`src/rtl/core/mtc_pkg.sv`:
```
// Package for the metatile column composer: payload types, codes and constants.
`default_nettype none

package mtc_pkg;

    // Default size of the metatile tables
    localparam int METATILE_COUNT_DEF = 256;

    // Step sequence of one column: 56 tile steps, then 8 attribute steps
    localparam int ROWS       = 14;
    localparam int HALF_SLOTS = 28;
    localparam int TILE_SLOTS = 56;
    localparam int LAST_STEP  = 63;

    // Item modes
    localparam logic [1:0] MODE_LOAD = 2'd0;
    localparam logic [1:0] MODE_FWD  = 2'd1;
    localparam logic [1:0] MODE_BWD  = 2'd2;

    // Result kinds
    localparam logic KIND_TILE = 1'b0;
    localparam logic KIND_ATTR = 1'b1;

    // Tile select codes: {lower, right}
    localparam logic [1:0] SEL_UL = 2'b00;
    localparam logic [1:0] SEL_UR = 2'b01;
    localparam logic [1:0] SEL_LL = 2'b10;
    localparam logic [1:0] SEL_LR = 2'b11;

    // Attribute masks
    localparam logic [7:0] KEEP_FWD  = 8'h33;
    localparam logic [7:0] KEEP_BWD  = 8'hCC;
    localparam logic [7:0] KEEP_NONE = 8'h00;
    localparam logic [7:0] ATTR_PIN  = 8'h0F;

    // Request item
    typedef struct packed {
        logic [1:0]  mode;
        logic        column_present;
        logic [55:0] metatiles_top;
        logic [55:0] metatiles_bottom;
        logic [7:0]  table_index;
        logic [7:0]  tile_upper_left;
        logic [7:0]  tile_upper_right;
        logic [7:0]  tile_lower_left;
        logic [7:0]  tile_lower_right;
        logic [1:0]  palette;
    } req_t;

    // Result item
    typedef struct packed {
        logic       kind;
        logic [5:0] slot;
        logic [7:0] value;
        logic       last;
    } rsp_t;

    // One metatile table entry
    typedef struct packed {
        logic [7:0] ul;
        logic [7:0] ur;
        logic [7:0] ll;
        logic [7:0] lr;
        logic [1:0] pal;
    } entry_t;

    // Decoded step, from sequencer to emit stage
    typedef struct packed {
        logic       kind;
        logic [5:0] slot;
        logic [1:0] tile_sel;
        logic       oor;
        logic       pal_op;
        logic [2:0] abyte;
        logic [1:0] sh;
        logic       first;
        logic [7:0] keep;
        logic       last;
    } step_t;

endpackage

`default_nettype wire

```
`src/rtl/core/mtc_emit.sv`:
```
// Emit stage: attribute store update, result value select and output register.
`default_nettype none

module mtc_emit (
    input  wire logic            clk,
    input  wire logic            rst_n,
    input  wire mtc_pkg::step_t  p1,
    input  wire logic            p1_valid,
    input  wire mtc_pkg::entry_t rd_data,
    output logic                 adv,
    output logic                 rsp_valid,
    input  wire logic            rsp_ready,
    output mtc_pkg::rsp_t        rsp
);

    logic [7:0]    attr_reg [8];
    logic [7:0]    attr_mid [8];
    logic [7:0]    attr_new [8];
    logic          rsp_valid_reg;
    mtc_pkg::rsp_t rsp_reg;
    mtc_pkg::rsp_t rsp_next;
    logic [1:0]    pal;
    logic [7:0]    tile_val;

    // pipeline moves when the output register is free or being taken
    assign adv = !rsp_valid_reg || rsp_ready;

    assign pal = p1.oor ? 2'd0 : rd_data.pal;

    // mask and pin on the first step, then merge the row palette
    always_comb
    begin
        for (int i = 0; i < 8; i++)
        begin
            attr_mid[i] = attr_reg[i];
            if (p1_valid && p1.first)
            begin
                attr_mid[i] = attr_reg[i] & p1.keep;
            end
        end
        if (p1_valid && p1.first)
        begin
            attr_mid[0] = attr_mid[0] | mtc_pkg::ATTR_PIN;
        end
        for (int i = 0; i < 8; i++)
        begin
            attr_new[i] = attr_mid[i];
        end
        if (p1_valid && p1.pal_op)
        begin
            attr_new[p1.abyte] = attr_mid[p1.abyte] | (8'(pal) << {p1.sh, 1'b0});
        end
    end

    // tile code select
    always_comb
    begin
        case (p1.tile_sel)
            mtc_pkg::SEL_UL: tile_val = rd_data.ul;
            mtc_pkg::SEL_UR: tile_val = rd_data.ur;
            mtc_pkg::SEL_LL: tile_val = rd_data.ll;
            mtc_pkg::SEL_LR: tile_val = rd_data.lr;
            default:         tile_val = '0;
        endcase
        if (p1.oor)
        begin
            tile_val = '0;
        end
    end

    always_comb
    begin
        rsp_next.kind  = p1.kind;
        rsp_next.slot  = p1.slot;
        rsp_next.value = (p1.kind == mtc_pkg::KIND_TILE) ? tile_val : attr_mid[p1.abyte];
        rsp_next.last  = p1.last;
    end

    // attribute store and output valid
    always_ff @(posedge clk or negedge rst_n)
    begin
        if (!rst_n)
        begin
            rsp_valid_reg <= 1'b0;
            for (int i = 0; i < 8; i++)
            begin
                attr_reg[i] <= '0;
            end
        end
        else if (adv)
        begin
            rsp_valid_reg <= p1_valid;
            for (int i = 0; i < 8; i++)
            begin
                attr_reg[i] <= attr_new[i];
            end
        end
    end

    // output payload
    always_ff @(posedge clk)
    begin
        if (adv)
        begin
            rsp_reg <= rsp_next;
        end
    end

    assign rsp_valid = rsp_valid_reg;
    assign rsp       = rsp_reg;

endmodule

`default_nettype wire

```
`config.mk`:
```
export PLATFORM = sky130hd
export DESIGN_NAME = mtc_emit
export DESIGN_NICKNAME = d
export VERILOG_FILES = /design/src/rtl/core/mtc_pkg.sv /design/src/rtl/core/mtc_emit.sv
export SDC_FILE = /design/constraint.sdc
export NUM_CORES = 1
export LEC_CHECK = 0
export BUFFER_PORTS_ARGS = -buffer_cell sky130_fd_sc_hd__clkbuf_2
export CAP_MARGIN = 5
export CORE_ASPECT_RATIO = 0.7
export CORE_MARGIN = 4
export CORE_UTILIZATION = 40
export DETAILED_ROUTE_END_ITERATION = 7
export RECOVER_POWER = 50
export SLEW_MARGIN = 10
export SYNTH_ARGS = -nofsm -noshare
export SYNTH_HDL_FRONTEND = slang
export SYNTH_SLANG_ARGS = --single-unit
```
`constraint.sdc`:
```
create_clock -name clk -period 4.1 [get_ports clk]
set_input_delay 0.615 -clock clk [delete_from_list [all_inputs] [get_ports clk]]
set_output_delay 0.615 -clock clk [all_outputs]
set_load 0.02 [all_outputs]
```
==> results by group <==
Timing
  – Fmax: 0.364 GHz
  – Hold Slack: 0.444 ns
  – Post-layout min period: 2.75 ns
  – Slew @ Worst Pin: 1.33 ns
  – Setup slack after layout: approximately 1.3 ns
  – Clk_skew: around 0.012 ns
  – Final Hold Violating Endpoints: 0
  – Final Max Tran Viols: 0
  – Final period utilization: 67.1%
  – Max_slew headroom: 11.6%
  – Endpoints failing setup: 0
  – Setup TNS: 0 ns
  – RSZ-0062 raised after global routing: no

Clock tree
  – CTS resizes: 0
  – Clk_lat worst skew: 0.34 ns
  – H-tree depth: 3
  – Post-CTS Setup Bufs: 0
  – Clk buf depth: 2
  – CTS tree: done
  – CTS Buf Count: 9
  – Clock root buffer: clkbuf_16
  – Clock slew at reported path FFs: approximately 0.060 ns
  – Hold_buf cts: 0
  – Clock sinks: 81

Logic synthesis
  – Ys async rst share: 80.2%
  – Dominant cell by count in the synthesized netlist: o21ai_0
  – Top cell type by total area after synthesis: dfrtp_1
  – Syn Std Cell Area: 4360 µm²
  – Avg Cell Area, Syn: 9.87 µm²
  – Synth warnings: 0
  – Synth cell types: 53
  – Net count after synthesis: approximately 500
  – Top post-synthesis cells by count: o21ai_0, dfrtp_1, nand2_1, nand3_1, nor2_1
  – Post-synthesis sequential area ratio: 48.3%
  – Main flop type after synthesis: dfrtp_1
  – Top cell type's share of synthesized area: 37.3%
  – Yosys reg bits: between 80 and 90
  – Number of synthesized flops with an enable pin: 16
  – Top area cells in the synthesized netlist: dfrtp_1, edfxtp_1, o21ai_0, nand2_1, mux4_2
  – Synthesized instance count: 442

Cells and area
  – Max reg flops: 64
  – Layout net count: about 580
  – Multi-input logic area: 2110 µm²
  – Final Non-Filler Cells: 668
  – Post-Layout Inst Area: 5130 µm²
  – Register Area: between 2000 and 2500 µm²
  – Fraction of layout instances using a drive strength above 1: 21.9%
  – Area growth syn-to-layout: 17.5%
  – Antenna cells: 0
  – FILL cells: 990

Outcome
  – Outcome: complete, no violations

GRT
  – All-layer global routing usage: 22.3%
  – First-pass GRT wire length: 21500 µm
  – Vias in the first global route: between 3k and 4k
  – Grt total ovfl: 0
  – Pin count of the biggest net entering global routing: 66
  – Initial antenna violation count: 0

Worst setup path
  – Required time at the worst-slack endpoint: 3.48 ns
  – CP Max Fanout: 65
  – Crit. End Element: output port
  – Setup CP Type: reg -> out
  – Arrival time at the worst endpoint: 2.14 ns
  – Worst setup SP type: flop

Placed design
  – Gpl congestion: between 0.9 and 1
  – Setup WS pre-CTS: 1.37 ns
  – Placed Cells: around 650
  – I/O Buffers: between 80 and 90
  – DP Area: around 4800 µm²
  – Post-DP HPWL: 9980 µm

Detailed routing
  – Routed vias/inst: 5.95
  – First-pass DRT Iterations: 5
  – Vias: slightly below 4k
  – DRC Markers: 0
  – Total wire length: 13700 µm
  – Number of antenna-violating nets in the routed design: 0
  – WL per Instance: 20.5 µm
  – Initial DRC count: 364

Floorplanning
  – Die W: 133 µm
  – Initial Util: about two fifths
  – Ports: 82
  – Core box area: approximately 11000 µm²
  – Cell Rows: 31
  – Die Area: 12700 µm²
  – Die Y: 95.4 µm

Power and ir drop
  – Pwr dens: 397 nW/µm²
  – Maximum VDD drop: 0.187 mV
  – Static leakage: 2.12 nW

Job
  – Max-cap viol count: 0

Worst hold path
  – Hold Crit Class: in -> reg
==> cells by family (layout without fill, tap and decap cells) <==
| logic type | after synthesis | in the layout | synth area share, % |
|---|---|---|---|
| simple gates | 153 | 153 | 17.2 |
| flops | 81 | 81 | 48.3 |
| mux | 25 | 25 | 8.51 |
| buf+inv | 26 | 104 | 3.33 |
| compound gates | 157 | 157 | 22.7 |
==> through the flow <==
step / util [%] / power [W]
detailed placement: 46.0 / 0.00119
global placement: 46.0 / 0.00119
CTS: 49.1 / 0.00205
floorplan: - / 0.00108
global route: 48.8 / 0.00211
finish: 48.8 / 0.00203
==> area by class of cell <==
| class | count | area share, % |
|---|---|---|
| multi-input combinational | 335 | 41.2 |
| sequential | 81 | 41.1 |
| timing repair buffer | 82 | 7.54 |
| clock buffer | 12 | 5.22 |
| tap | 148 | 3.61 |
| clock inverter | 4 | 0.951 |
| inverter | 6 | 0.439 |
==> cell usage in the layout (no fill, tap or decap), types with 11 or more instances in the layout <==
master / n
o21ai_1: 28
clkbuf_1: 20
clkbuf_2: 63
a21oi_1: 11
o21ai_0: 71
nand2_1: 52
nand3_1: 33
nor2_1: 29
edfxtp_1: 16
dfrtp_1: 65
==> worst max-delay path: stages (launching register included) <==
cell      delay, ns
dfrtp_1        0.35
nor2b_1        0.50
inv_2          0.61
clkbuf_2       0.32
==> routing by layer <==
metal | wire, µm | vias up | track usage (%)
li1 | - | 1808 | -
met1 | 6480 | 1930 | 32.2
met2 | 5530 | 225 | 31.8
met3 | 1520 | 14 | 7.91
met4 | 142 | 0 | 5.71
met5 | 0 | - | 0
==> path summary, 6_finish.rpt <==
path,startpoint,end,slack [ns],depth (start not counted)
min in group asynchronous,rst_n,attr_reg[8],0.55,1
max,rsp_valid,adv,1.35,3
min reg2reg,attr_reg[44],attr_reg[44],0.49,2
max in group asynchronous,rst_n,attr_reg[51],1.81,2
min,p1[0],rsp[0],0.44,1
max reg2reg,rsp_valid,attr_reg[47],1.71,4
==> power breakdown <==
part	switching (W)	total (W)	internal, W
Combinational	0.000183	0.000280	0.0000969
Clock	0.000333	0.000858	0.000525
Sequential	0.0000245	0.000896	0.000872
Note: power is estimated with default switching activity, not from simulation.
