===== src/rtl/core/mtc_pkg.sv =====
// Package for the metatile column composer: payload types, codes and constants.
`default_nettype none

package mtc_pkg;

    // Default size of the metatile tables
    localparam int METATILE_COUNT_DEF = 256;

    // Step sequence of one column: 56 tile steps, then 8 attribute steps
    localparam int ROWS       = 14;
    localparam int HALF_SLOTS = 28;
    localparam int TILE_SLOTS = 56;
    localparam int LAST_STEP  = 63;

    // Item modes
    localparam logic [1:0] MODE_LOAD = 2'd0;
    localparam logic [1:0] MODE_FWD  = 2'd1;
    localparam logic [1:0] MODE_BWD  = 2'd2;

    // Result kinds
    localparam logic KIND_TILE = 1'b0;
    localparam logic KIND_ATTR = 1'b1;

    // Tile select codes: {lower, right}
    localparam logic [1:0] SEL_UL = 2'b00;
    localparam logic [1:0] SEL_UR = 2'b01;
    localparam logic [1:0] SEL_LL = 2'b10;
    localparam logic [1:0] SEL_LR = 2'b11;

    // Attribute masks
    localparam logic [7:0] KEEP_FWD  = 8'h33;
    localparam logic [7:0] KEEP_BWD  = 8'hCC;
    localparam logic [7:0] KEEP_NONE = 8'h00;
    localparam logic [7:0] ATTR_PIN  = 8'h0F;

    // Request item
    typedef struct packed {
        logic [1:0]  mode;
        logic        column_present;
        logic [55:0] metatiles_top;
        logic [55:0] metatiles_bottom;
        logic [7:0]  table_index;
        logic [7:0]  tile_upper_left;
        logic [7:0]  tile_upper_right;
        logic [7:0]  tile_lower_left;
        logic [7:0]  tile_lower_right;
        logic [1:0]  palette;
    } req_t;

    // Result item
    typedef struct packed {
        logic       kind;
        logic [5:0] slot;
        logic [7:0] value;
        logic       last;
    } rsp_t;

    // One metatile table entry
    typedef struct packed {
        logic [7:0] ul;
        logic [7:0] ur;
        logic [7:0] ll;
        logic [7:0] lr;
        logic [1:0] pal;
    } entry_t;

    // Decoded step, from sequencer to emit stage
    typedef struct packed {
        logic       kind;
        logic [5:0] slot;
        logic [1:0] tile_sel;
        logic       oor;
        logic       pal_op;
        logic [2:0] abyte;
        logic [1:0] sh;
        logic       first;
        logic [7:0] keep;
        logic       last;
    } step_t;

endpackage

`default_nettype wire


===== src/rtl/core/mtc_seq.sv =====
// Sequencer: takes items, performs loads, steps through a column and issues table reads.
`default_nettype none

module mtc_seq #(
    parameter int METATILE_COUNT = mtc_pkg::METATILE_COUNT_DEF,
    localparam int AW = $clog2(METATILE_COUNT)
) (
    input  wire logic            clk,
    input  wire logic            rst_n,
    input  wire logic            req_valid,
    output logic                 req_ready,
    input  wire mtc_pkg::req_t   req,
    input  wire logic            cfg_we,
    input  wire logic            cfg_wdata,
    input  wire logic            adv,
    output logic                 wr_en,
    output logic [AW-1:0]        wr_addr,
    output mtc_pkg::entry_t      wr_data,
    output logic                 rd_en,
    output logic [AW-1:0]        rd_addr,
    output mtc_pkg::step_t       p1,
    output logic                 p1_valid
);

    // control state
    logic       busy_reg,   busy_next;
    logic [5:0] cnt_reg,    cnt_next;
    logic       first_reg,  first_next;
    logic       parity_reg, parity_next;
    logic       fix_reg;
    logic       bwd_reg;
    logic       ap_reg;
    logic       p1_valid_reg;

    // payload state
    logic [55:0]     top_reg;
    logic [55:0]     bot_reg;
    mtc_pkg::step_t  p1_reg;
    mtc_pkg::step_t  step;

    logic       last_issue;
    logic       acc;
    logic       is_build;
    logic       bwd_n;
    logic       ap_n;

    logic       tile;
    logic       half;
    logic [5:0] t6;
    logic [3:0] row;
    logic [2:0] row_b;
    logic       right;
    logic       upper;
    logic       odd;
    logic [4:0] rp1;
    logic [7:0] m;

    // handshake
    assign last_issue = busy_reg && (cnt_reg == 6'(mtc_pkg::LAST_STEP));
    assign req_ready  = !busy_reg || (adv && last_issue);
    assign acc        = req_valid && req_ready;
    assign is_build   = req.mode inside {mtc_pkg::MODE_FWD, mtc_pkg::MODE_BWD};
    assign bwd_n      = (req.mode == mtc_pkg::MODE_BWD);
    assign ap_n       = bwd_n ? (~parity_reg ^ fix_reg) : ~parity_reg;

    // table load
    assign wr_en   = acc && (req.mode == mtc_pkg::MODE_LOAD)
                     && ({1'b0, req.table_index} < 9'(METATILE_COUNT));
    assign wr_addr = req.table_index[AW-1:0];
    assign wr_data = '{ul:  req.tile_upper_left,
                       ur:  req.tile_upper_right,
                       ll:  req.tile_lower_left,
                       lr:  req.tile_lower_right,
                       pal: req.palette};

    // step counter
    always_comb
    begin
        busy_next   = busy_reg;
        cnt_next    = cnt_reg;
        first_next  = first_reg;
        parity_next = parity_reg;
        if (adv && busy_reg)
        begin
            first_next = 1'b0;
            if (last_issue)
            begin
                busy_next = 1'b0;
            end
            else
            begin
                cnt_next = cnt_reg + 6'd1;
            end
        end
        if (acc && is_build)
        begin
            busy_next   = 1'b1;
            cnt_next    = req.column_present ? 6'd0 : 6'(mtc_pkg::TILE_SLOTS);
            first_next  = 1'b1;
            parity_next = ~parity_reg;
        end
    end

    always_ff @(posedge clk or negedge rst_n)
    begin
        if (!rst_n)
        begin
            busy_reg     <= 1'b0;
            cnt_reg      <= '0;
            first_reg    <= 1'b0;
            parity_reg   <= 1'b1;
            fix_reg      <= 1'b0;
            bwd_reg      <= 1'b0;
            ap_reg       <= 1'b0;
            p1_valid_reg <= 1'b0;
        end
        else
        begin
            busy_reg   <= busy_next;
            cnt_reg    <= cnt_next;
            first_reg  <= first_next;
            parity_reg <= parity_next;
            if (cfg_we)
            begin
                fix_reg <= cfg_wdata;
            end
            if (acc && is_build)
            begin
                bwd_reg <= bwd_n;
                ap_reg  <= ap_n;
            end
            if (adv)
            begin
                p1_valid_reg <= busy_reg;
            end
        end
    end

    // column metatiles, captured with each build
    always_ff @(posedge clk)
    begin
        if (acc && is_build)
        begin
            top_reg <= req.metatiles_top;
            bot_reg <= req.metatiles_bottom;
        end
    end

    // decode the current step
    assign tile  = (cnt_reg < 6'(mtc_pkg::TILE_SLOTS));
    assign half  = (cnt_reg >= 6'(mtc_pkg::HALF_SLOTS));
    assign t6    = half ? (cnt_reg - 6'(mtc_pkg::HALF_SLOTS)) : cnt_reg;
    assign row   = t6[4:1];
    assign row_b = 3'(row - 4'd7);
    assign right = t6[0];
    assign upper = bwd_reg ? half : !half;
    assign odd   = bwd_reg ? ~row[0] : row[0];
    assign rp1   = {1'b0, row} + 5'd1;
    assign m     = (row < 4'd7) ? top_reg[{row[2:0], 3'b000} +: 8]
                                : bot_reg[{row_b, 3'b000} +: 8];

    always_comb
    begin
        step          = '0;
        step.kind     = tile ? mtc_pkg::KIND_TILE : mtc_pkg::KIND_ATTR;
        step.slot     = tile ? cnt_reg : {3'b000, cnt_reg[2:0]};
        step.tile_sel = {~upper, right};
        step.oor      = ({1'b0, m} >= 9'(METATILE_COUNT));
        step.pal_op   = tile && !half && !right;
        step.abyte    = tile ? rp1[3:1] : cnt_reg[2:0];
        step.first    = first_reg;
        step.last     = (cnt_reg == 6'(mtc_pkg::LAST_STEP));
        // palette position within its attribute byte
        if (bwd_reg)
        begin
            step.sh   = ap_reg ? (odd ? 2'd2 : 2'd0) : (odd ? 2'd3 : 2'd1);
            step.keep = ap_reg ? mtc_pkg::KEEP_BWD : mtc_pkg::KEEP_NONE;
        end
        else
        begin
            step.sh   = ap_reg ? (odd ? 2'd1 : 2'd3) : (odd ? 2'd0 : 2'd2);
            step.keep = ap_reg ? mtc_pkg::KEEP_FWD : mtc_pkg::KEEP_NONE;
        end
    end

    // table read runs alongside the step register
    assign rd_en   = adv && busy_reg;
    assign rd_addr = m[AW-1:0];

    always_ff @(posedge clk)
    begin
        if (adv)
        begin
            p1_reg <= step;
        end
    end

    assign p1       = p1_reg;
    assign p1_valid = p1_valid_reg;

endmodule

`default_nettype wire


===== config.mk =====
export PLATFORM = sky130hd
export DESIGN_NAME = mtc_seq
export DESIGN_NICKNAME = d
export VERILOG_FILES = /design/src/rtl/core/mtc_pkg.sv /design/src/rtl/core/mtc_seq.sv
export SDC_FILE = /design/constraint.sdc
export NUM_CORES = 1
export LEC_CHECK = 0
export ABC_AREA = 1
export BUFFER_PORTS_ARGS = -buffer_cell sky130_fd_sc_hd__buf_2
export CAP_MARGIN = 20
export CORE_MARGIN = 1.5
export CORE_UTILIZATION = 40
export CTS_BUF_LIST = sky130_fd_sc_hd__clkbuf_8
export CTS_CLUSTER_SIZE = 28
export DETAILED_ROUTE_END_ITERATION = 6
export GPL_ROUTABILITY_DRIVEN = 1
export GPL_TIMING_DRIVEN = 0
export PLACE_DENSITY = 0.67
export SETUP_SLACK_MARGIN = 0.5
export SLEW_MARGIN = 20
export SYNTH_ARGS = -nofsm -noshare
export SYNTH_HDL_FRONTEND = slang
export SYNTH_SLANG_ARGS = --single-unit

===== constraint.sdc =====
create_clock -name clk -period 8.45 [get_ports clk]
set_input_delay 2.1125 -clock clk [delete_from_list [all_inputs] [get_ports clk]]
set_output_delay 2.1125 -clock clk [all_outputs]
set_load 0.05 [all_outputs]

==> results of run 1 <==
metrics by stage:
stage	hold slack (ns)	std cells	area [um^2]	utilization, %
final	0.462	1044	8240	51.7
after floorplan	0.425	597	6540	-
after global routing	0.479	1044	8240	51.7
after global placement	0.435	1012	7800	48.9
after detailed placement	0.435	1013	7830	49.1
after CTS	0.461	1044	8240	51.7
power by group through the flow:
stage               Sequential, mW  Combinational, mW  Clock (mW)
finish                       0.914               1.57       0.553
global route                 0.924               1.73       0.602
CTS                          0.914               1.59       0.570
detailed placement           0.930               1.58           0
global placement             0.929               1.57           0
floorplan                     1.02               1.06           0
worst reg2reg max path: stages, from the launching register on:
cell and delay [ns]:
dfrtp_1 0.49, ha_1 0.29, nand2_2 0.14, nand2_4 0.10
nand2_2 0.09, nand2_4 0.10, buf_6 0.16, ha_1 0.26
buf_2 0.18, inv_1 0.16, buf_2 0.29, o21ai_0 0.13
worst max-delay path by stage:
stage	from	endpoint	slack, ns	cells after the start
after CTS	cnt_reg[2]	rd_addr[0]	2.79	15
after detailed placement	adv	wr_en	3.20	5
final	cnt_reg[2]	rd_addr[0]	2.86	15
after global placement	adv	wr_en	3.22	5
after global routing	cnt_reg[2]	rd_addr[2]	2.58	17
after floorplan	adv	wr_en	3.51	3
per-layer routing:
metal	global-route usage [%]	vias to the layer above	wire length (um)
li1	-	2375	-
met5	0	-	0
met3	6.56	17	1350
met4	6.98	0	259
met2	31.4	210	7770
met1	20.7	2100	6160
cells by family after synthesis:
group / after synthesis / synth area share, %
and+or+nand+nor: 280 / 18.7
DFF: 143 / 64.7
buffers and inverters: 106 / 9.71
AOI/OAI and AO/OA: 54 / 4.75
xor gates and xnor gates: 7 / 0.938
adders and majority gates: 5 / 0.957
other: 1 / 0.0574
muxes: 1 / 0.172
layout by cell type, fill, tap and decap left out, types with 3 or more instances in the layout:
master,count
edfxtp_1,130
buf_2,209
a21boi_0,16
bufinv_16,3
xor2_1,7
or2_2,9
dfrtp_1,12
ha_1,5
buf_4,51
clkinv_4,5
nand2_2,8
buf_6,4
nor2_1,49
o21ai_0,30
nand2_4,6
inv_2,3
a21oi_1,8
nand2_1,163
inv_1,35
clkbuf_8,17
nand3_1,38
area by class of cell:
class / instances / area share [%]
inverters: 38 / 1.79
well taps: 216 / 3.28
clock inverters: 14 / 2.05
flip-flops and latches: 143 / 51.4
multi-input cells: 348 / 20.3
plain buffers: 68 / 5.97
clock buffers: 17 / 2.84
repair buffers: 200 / 12.4
==> impl_results.md, run 1 <==
* Core area at 0.0159 mm^2
* Aggregate global-route resource usage at 18.2%
* CTS max path bufs at 2
* CTS buffer count at 17
* Register area at 0.00423 mm^2
* Hold path start: first_reg
* Comb power frac at between 50% and 60%
* Post-CTS Hold Buffers at 0
* Fin. max-slew vios at 0
* Mapped Nets at 765
* Most area-consuming cells after synthesis: edfxtp_1 60%, nand2_1 9.4%, buf_4 5.9%
* FFs w/ async S/R, synth at approximately 9.1%
* Final HPWL DP at around 12000 um
* Post-CTS setup buffer count at 0
* Area delta synth->final at 26.0%
* Biggest area consumer among synthesized cells: edfxtp_1
* CP bufs+invs at 5
* Maxcap violations at 0
* Detailed-route DRC error count at 0
* FMAX at 179 MHz
* Clock Power Share at about 18%
* CTS H-tree depth at 4
* Routability cong. at 0.808
* Netlist area before placement at 0.00654 mm^2
* Number of vias per cell at 4.50
* Ys Warns at 0
* CP Capture Type: output pin
* Pre-CTS setup slack at 3.20 ns
* Pre-antenna DRT Iters at 5
* First-pass GRT wire length at 22400 um
* Pwr Total at about 3.0 mW
* Starting Density at 41.0%
* Synthesis-stage register bit count at 143
* Sw frac at a little under half
* Power Density at 369 mW/mm^2
* Largest net degree at the start of global routing at 68
* RSZ-0062 raised after global routing: false
* R2R Path End: p1[12]
* Hold path endpoint: p1[9]
* Die X at 131 um
* Nets@finish at 984
* Required time of the critical path at 6.34 ns
* CP Launch Type: flip-flop
* Main synth FF type: edfxtp_1
* Total negative slack at 0 ns
* DIE AREA at 0.0171 mm^2
* Post-synthesis cell type count at 29
* Number of global-route vias before repair at 4463
* Worst path cell trace: ha_1, nand2_2, nand2_4, nand2_2, nand2_4, buf_6, ha_1, buf_2, inv_1, buf_2, a21oi_1, nand3_1, nand3_1, nand2_1, buf_2
* Share of cells above drive strength 1 at approximately two fifths
* Critical path arrival at about 3.5 ns
* Die H at 131 um
* Drt total wl at 15500 um
* CTS tree: built
* Hold path cells at 0
* Worst Max-Slew Pin Slew at 0.617 ns
* Starting DRT DRC Count at ~370
* Max IR drop VDD at 0.301 mV
* Most common cell in the netlist: nand2_1
* Final Hold Viols at 0
* TritonCTS Sinks at 143
* Yosys top cell area share at 59.7%
* Switch Pwr at 1.44 mW
* Final min period at between 5 and 6 ns
* Post-DRT Antenna Nets at 0
* Sequential Power Share at between 30 and 40%
* Antenna cell count at 0
* Post-synthesis sequential area ratio at about two thirds
* Root buf cell: clkbuf_8
* Tcrit/Tclk final at 66.1%
* Syn Inst Count at 597
* Final number of setup-violating endpoints at 0
* Initial antenna violation count at 0
* Via count at 4702
* Static leakage at between 3 and 4 nW
* I/O pin cnt at 243
* Setup slack, reg-to-reg at 5.79 ns
* IO Port Bufs at 199
* GRT overflow at 0
* Crit-path leading delay family: buffers and inverters
* Cell repeated most along the worst path: buf_2
* Filler Cell Count at 1451
* Wire length per cell at 14.9 um
* Worst Hold Class: flip-flop to flip-flop
* Skew final at 0.0122 ns
* Crit-path max FO at 10
* Max-slew headroom at 58.7%
* Syn_area_per_cell at 10.9 um^2
* Synth cell count leaders: 163 x nand2_1, 130 x edfxtp_1, 51 x buf_4
* Slowest stage cell, crit path: dfrtp_1
* Internal at 1.60 mW
* Worst r2r src: cnt_reg[2]
* Clock latency at the later pin of the worst-skew pair at 0.44 ns
* Core Rows at 46
* Clk pin slew, worst setup/hold paths at 0.08 ns
* Cts repair resizes at 0
* Status: complete, no violations
* Worst setup margin at roughly 2.9 ns
* Multi-input logic area at between 0.0015 and 0.002 mm^2
* Critical path class: flip-flop to output pin
* Largest stage delay on the critical path at 0.49 ns
* Post-synth EDFFs at 130
* Worst reg2reg path depth at 11
No activity file was read; power rests on OpenSTA's default activity.
==> run 2: changes to the inputs <==
PLACE_DENSITY = 0.7   (was 0.67)
clock period = 4.78 ns   (was 8.45 ns; I/O delays follow)
==> run 2 against run 1 <==
Net effect: flip-flop and latch count unchanged; clock skew decreased by 0.0054 ns; global-route usage hardly changed; non-clock buffer count increased by 6; sequential share of layout area shrank 0.99 points; hold slack about the same; clock-buffer cell count unchanged; clock power rose by 88%; core utilization is 1.0 points higher; largest power group unchanged.
==> impl_results.md, run 2 (synthesis results as in run 1) <==
* Register area at 0.00423 mm^2 (about the same)
* Crit-path max FO at 10 (unchanged)
* Core Util, Final at 52.7% (was 51.7%)
* Number of vias per cell at 4.53 (was 4.50)
* Detailed-route DRC error count at 0 (unchanged)
* Max-slew headroom at 57.2% (was 58.7%)
* GRT overflow at 0 (unchanged)
* Total negative slack at 0 ns (unchanged)
* Tcrit/Tclk final at 85.5%
* Wire length per cell at 14.7 um (was 14.9 um)
* Worst Max-Slew Pin Slew at 0.639 ns (was 0.617 ns)
* Hold WS at 0.462 ns (about the same)
* RSZ-0062 raised after global routing: false (unchanged)
* Pwr Total at 5.72 mW (was 3.04 mW)
* IO Port Bufs at 199 (unchanged)
* Most common cell after layout, fill and taps aside: buf_2 (unchanged)
* Number of global-route vias before repair at 4368 (was 4463)
* Antenna cell count at 0 (unchanged)
* Inst Count DP at 1013 (unchanged)
* Clock latency at the later pin of the worst-skew pair at 0.45 ns (was 0.44 ns)
* Most frequent cells in the layout: 198 x buf_2, 162 x nand2_1, 130 x edfxtp_1 (was 209 x buf_2, 163 x nand2_1, 130 x edfxtp_1)
* I/O pin cnt at 243 (unchanged)
* Share of cells above drive strength 1 at 41.0% (was 39.5%)
* Fin area at 0.00840 mm^2 (was 0.00824 mm^2)
* CTS H-tree depth at 4 (unchanged)
* Status: complete, no violations (unchanged)
* Final HPWL DP at 11600 um (about the same)
* Critical path class: flip-flop to output pin (unchanged)
* First-pass GRT wire length at 22200 um (was 22400 um)
* CP Launch Type: flip-flop (unchanged)
* CTS max path bufs at 2 (unchanged)
* Drt total wl at 15400 um (was 15500 um)
* Starting DRT DRC Count at 269 (was 374)
* Multi-input logic area at 0.00170 mm^2 (was 0.00167 mm^2)
* Area delta synth->final at 28.6% (was 26.0%)
* Fin. max-slew vios at 0 (unchanged)
* Aggregate global-route resource usage at 18.2% (about the same)
* CP Capture Type: output pin (unchanged)
* Starting Density at 41.0% (unchanged)
* Routability cong. at 0.785 (was 0.808)
* DP Area at 0.00783 mm^2 (unchanged)
* Die H at 131 um (unchanged)
* CTS tree: built (unchanged)
* Skew final at 0.00682 ns (was 0.0122 ns)
* Core Rows at 46 (unchanged)
* Largest net degree at the start of global routing at 60 (was 68)
* Clk pin slew, worst setup/hold paths at 0.08 ns (about the same)
* Initial antenna violation count at 0 (unchanged)
* Die X at 131 um (unchanged)
* Post-Layout Cell Count at 1051 (was 1044)
* Max IR drop VDD at 0.355 mV (was 0.301 mV)
* Root buf cell: clkbuf_8 (unchanged)
* TritonCTS Sinks at 143 (unchanged)
* Pre-CTS setup slack at 0.542 ns (was 3.20 ns)
* Post-DRT Antenna Nets at 0 (unchanged)
* Worst Hold Class: flip-flop to flip-flop (unchanged)
* Filler Cell Count at 1407 (was 1451)
* Pre-antenna DRT Iters at 6 (was 5)
* Via count at 4757 (was 4702)
* FMAX at 245 MHz
* Final number of setup-violating endpoints at 0 (unchanged)
* Final min period at 4.09 ns
* Final Hold Viols at 0 (unchanged)
* Worst setup margin at 0.694 ns (was 2.86 ns)
* Power Density at 681 mW/mm^2 (was 369 mW/mm^2)
* DIE AREA at 0.0171 mm^2 (unchanged)
* Core area at 0.0159 mm^2 (unchanged)
* Nets@finish at 990 (was 984)
* Critical path arrival at 2.89 ns (was 3.48 ns)
* Static leakage at 3.84 nW (was 3.76 nW)
* Maxcap violations at 0 (unchanged)
* Required time of the critical path at 3.59 ns (was 6.34 ns)
* CTS buffer count at 17 (unchanged)
==> run 2: cell count changes in the layout (fill, tap and decap cells not counted), moves of 2 or more <==
cell / change
a21oi_1: -3
o21ai_0: -9
a21oi_2: +3
clkinv_4: -2
buf_4: +11
buf_8: +2
buf_2: -11
o21ai_1: +9
buf_6: +5
==> run 2: critical path, cell delays in order, from the launching register on <==
cell,delay (ns)
dfrtp_2,0.43
ha_2,0.22
nand2_4,0.08
nand2_4,0.08
nand2_2,0.09
nand2_4,0.06
buf_8,0.14
ha_1,0.28
buf_6,0.15
buf_8,0.14
nor2_1,0.09
nor2_1,0.04
o21ai_1,0.07
nand2_1,0.08
inv_1,0.06
nand2_1,0.05
nand3_1,0.10
nand2_1,0.09
buf_6,0.16
==> run 2: cell type report <==
cell class                 count  share of cell area (%)
inverter                      38                    1.79
multi-input combinational    348                    20.2
sequential                   143                    50.4
tap                          216                    3.22
clock buffer                  17                    2.78
timing repair buffer         206                    13.1
clock inverter                15                    2.32
buffer                        68                    6.24
==> run 2: final timing paths <==
check	start	end	slack (ns)	depth (start not counted)
setup reg to reg	cnt_reg[0]	top_reg[21]	2.33	9
hold reg to reg	first_reg	p1[9]	0.46	0
min in group asynchronous	rst_n	cnt_reg[3]	0.64	1
max in group asynchronous	rst_n	parity_reg	3.84	1
setup / recovery	cnt_reg[2]	rd_addr[1]	0.69	18
hold / removal	first_reg	p1[9]	0.46	0
==> run 2: power breakdown <==
part / leakage (nW) / switching (mW) / total [mW] / internal [mW]
registers: 1.35 / 0.0727 / 1.61 / 1.54
logic: 2.27 / 2.07 / 3.07 / 0.998
clock network: 0.217 / 0.472 / 1.04 / 0.567
total: 3.84 / 2.62 / 5.72 / 3.10
==> run 2: layer usage <==
layer | global-route usage (%) | share of wire, % | wire (um) | vias up
met1 | 21.0 | 39 | 6060 | 2118
met4 | 5.95 | 1.3 | 193 | 0
met2 | 30.8 | 49 | 7530 | 230
met3 | 7.49 | 11 | 1630 | 16
li1 | - | - | - | 2393
met5 | 0 | 0 | 0 | -
==> run 2: repair_timing <==
action / in CTS / in global routing
resized for setup: 16 / 27
setup endpoints to repair: 8 / 8
hold buffers: 0 / 0
pin swaps: 1 / 3
buffers inserted: 3 / 3
==> run 3: changes to the inputs <==
PLACE_DENSITY = 0.67   (was 0.7)
RECOVER_POWER = 25   (was not set)
clock period = 5.24 ns   (was 4.78 ns; I/O delays follow)
==> run 3 against run 2 <==
Net effect: critical endpoint is now rd_addr[5]; critical path depth shrank 3; clock skew up 0.0042 ns; first-iteration DRC count up 16%; largest cell class unchanged.
==> impl_results.md, run 3 (synthesis results as in run 1) <==
* Skew final at 0.0110 ns (was 0.00682 ns)
* IO Port Bufs at 199 (unchanged)
* Most frequent cells in the layout: 198 x buf_2, 163 x nand2_1, 130 x edfxtp_1 (was 198 x buf_2, 162 x nand2_1, 130 x edfxtp_1)
* Status: complete, no violations (unchanged)
* Fin. max-slew vios at 0 (unchanged)
* Starting DRT DRC Count at 312 (was 269)
* Max-slew headroom at 48.5% (was 57.2%)
* CP Capture Type: output pin (unchanged)
* FMAX at approximately 220 MHz
* Wire length per cell at 14.9 um (was 14.7 um)
* Nets@finish at 986 (was 990)
* Hold WS at 0.462 ns (about the same)
* Core area at 0.0159 mm^2 (unchanged)
* Worst Max-Slew Pin Slew at 0.772 ns (was 0.639 ns)
* DIE AREA at 0.0171 mm^2 (unchanged)
* Pre-antenna DRT Iters at 4 (was 6)
* Critical path class: flip-flop to output pin (unchanged)
* Core Rows at 46 (unchanged)
* CTS max path bufs at 2 (unchanged)
* CP Launch Type: flip-flop (unchanged)
* Worst Hold Class: flip-flop to flip-flop (unchanged)
* Initial antenna violation count at 0 (unchanged)
* Share of cells above drive strength 1 at 39.8% (was 41.0%)
* Core Util, Final at 51.9% (was 52.7%)
* Post-DRT Antenna Nets at 0 (unchanged)
* Antenna cell count at 0 (unchanged)
* TritonCTS Sinks at 143 (unchanged)
* CTS tree: built (unchanged)
* Detailed-route DRC error count at 0 (unchanged)
* Final number of setup-violating endpoints at 0 (unchanged)
* Final HPWL DP at 11600 um (about the same)
* Drt total wl at 15600 um (was 15400 um)
* Final min period at 4.52 ns
* GRT overflow at 0 (unchanged)
* Tcrit/Tclk final at 86.2%
* Largest net degree at the start of global routing at 68 (was 60)
* Critical path arrival at 3.21 ns (was 2.89 ns)
* Maxcap violations at 0 (unchanged)
* Die X at 131 um (unchanged)
* RSZ-0062 raised after global routing: false (unchanged)
* I/O pin cnt at 243 (unchanged)
* Required time of the critical path at 3.93 ns (was 3.59 ns)
* Root buf cell: clkbuf_8 (unchanged)
* Clock latency at the later pin of the worst-skew pair at 0.44 ns (was 0.45 ns)
* Clk pin slew, worst setup/hold paths at 0.08 ns (about the same)
* Starting Density at 41.0% (unchanged)
* Number of global-route vias before repair at 4466 (was 4368)
* Static leakage at 3.77 nW (was 3.84 nW)
* CTS buffer count at 17 (unchanged)
* Crit-path max FO at 10 (unchanged)
* Max IR drop VDD at 0.519 mV (was 0.355 mV)
* Final Hold Viols at 0 (unchanged)
* Power Density at 603 mW/mm^2 (was 681 mW/mm^2)
* Die H at 131 um (unchanged)
* Most common cell after layout, fill and taps aside: buf_2 (unchanged)
* Number of vias per cell at 4.53 (about the same)
* Aggregate global-route resource usage at 18.2% (about the same)
* Area delta synth->final at 26.7% (was 28.6%)
* Total negative slack at 0 ns (unchanged)
* CTS H-tree depth at 4 (unchanged)
* Via count at 4742 (was 4757)
* Pwr Total at 5.00 mW (was 5.72 mW)
* Routability cong. at 0.808 (was 0.785)
* First-pass GRT wire length at 22400 um (was 22200 um)
[run 3: changes by cell type in the layout (fill, tap and decap cells not counted), sizes merged]
cell	delta
clkinv	+2
buf	-9
inv	-2
clkbuf	+5
bufinv	-1
[run 3: where the power goes]
group,switching [mW],internal (mW)
Clock,0.426,0.467
Combinational,1.85,0.788
Sequential,0.0706,1.40
[run 3: path summary, 6_finish.rpt]
path / depth (start not counted) / from / to / slack [ns]
hold reg to reg: 0 / first_reg / p1[9] / 0.46
max in group asynchronous: 1 / rst_n / cnt_reg[4] / 3.84
min in group asynchronous: 1 / rst_n / ap_reg / 0.91
hold / removal: 0 / first_reg / p1[9] / 0.46
setup / recovery: 15 / cnt_reg[2] / rd_addr[5] / 0.72
setup reg to reg: 10 / cnt_reg[2] / p1[13] / 2.68
[run 3: final cells by class]
class / count / area (um^2)
tap: 216 / 270
buffer: 68 / 502
fill: 1451 / 7660
clock buffer: 17 / 234
sequential: 143 / 4230
timing repair buffer: 202 / 1050
inverter: 38 / 148
clock inverter: 14 / 169
multi-input combinational: 348 / 1670
[run 3: routing by layer]
| layer | global-route usage [%] | part of all wire (%) |
|---|---|---|
| met5 | 0 | 0 |
| met4 | 6.98 | 1.7 |
| met3 | 6.56 | 8.2 |
| met2 | 31.4 | 50 |
| met1 | 20.7 | 40 |
[run 3: worst max-delay path: stages, from the launching register on]
cell,delay (ns)
dfrtp_1,0.45
ha_1,0.26
nand2_2,0.14
nand2_4,0.10
nand2_2,0.09
nand2_4,0.10
buf_6,0.16
ha_1,0.26
buf_4,0.17
nand2_1,0.27
nor2_1,0.07
a21oi_1,0.17
nand3_1,0.11
nand3_1,0.10
nand2_1,0.08
clkbuf_4,0.22
[run 3: per-stage QoR]
| stage | cell area, um^2 | cells | worst slack (ns) |
|---|---|---|---|
| floorplan | 6540 | 597 | 1.40 |
| global placement | 7800 | 1012 | 0.905 |
| detailed placement | 7830 | 1013 | 0.898 |
| CTS | 8240 | 1044 | 0.500 |
| global route | 8280 | 1046 | 0.518 |
| finish | 8280 | 1046 | 0.721 |
[run 3: what timing repair did]
item / in CTS / in global routing
hold buffers: 0 / 0
setup endpoints to repair: 7 / 8
resized for setup: 3 / 20
gates cloned: 0 / 0
setup buffers: 0 / 2
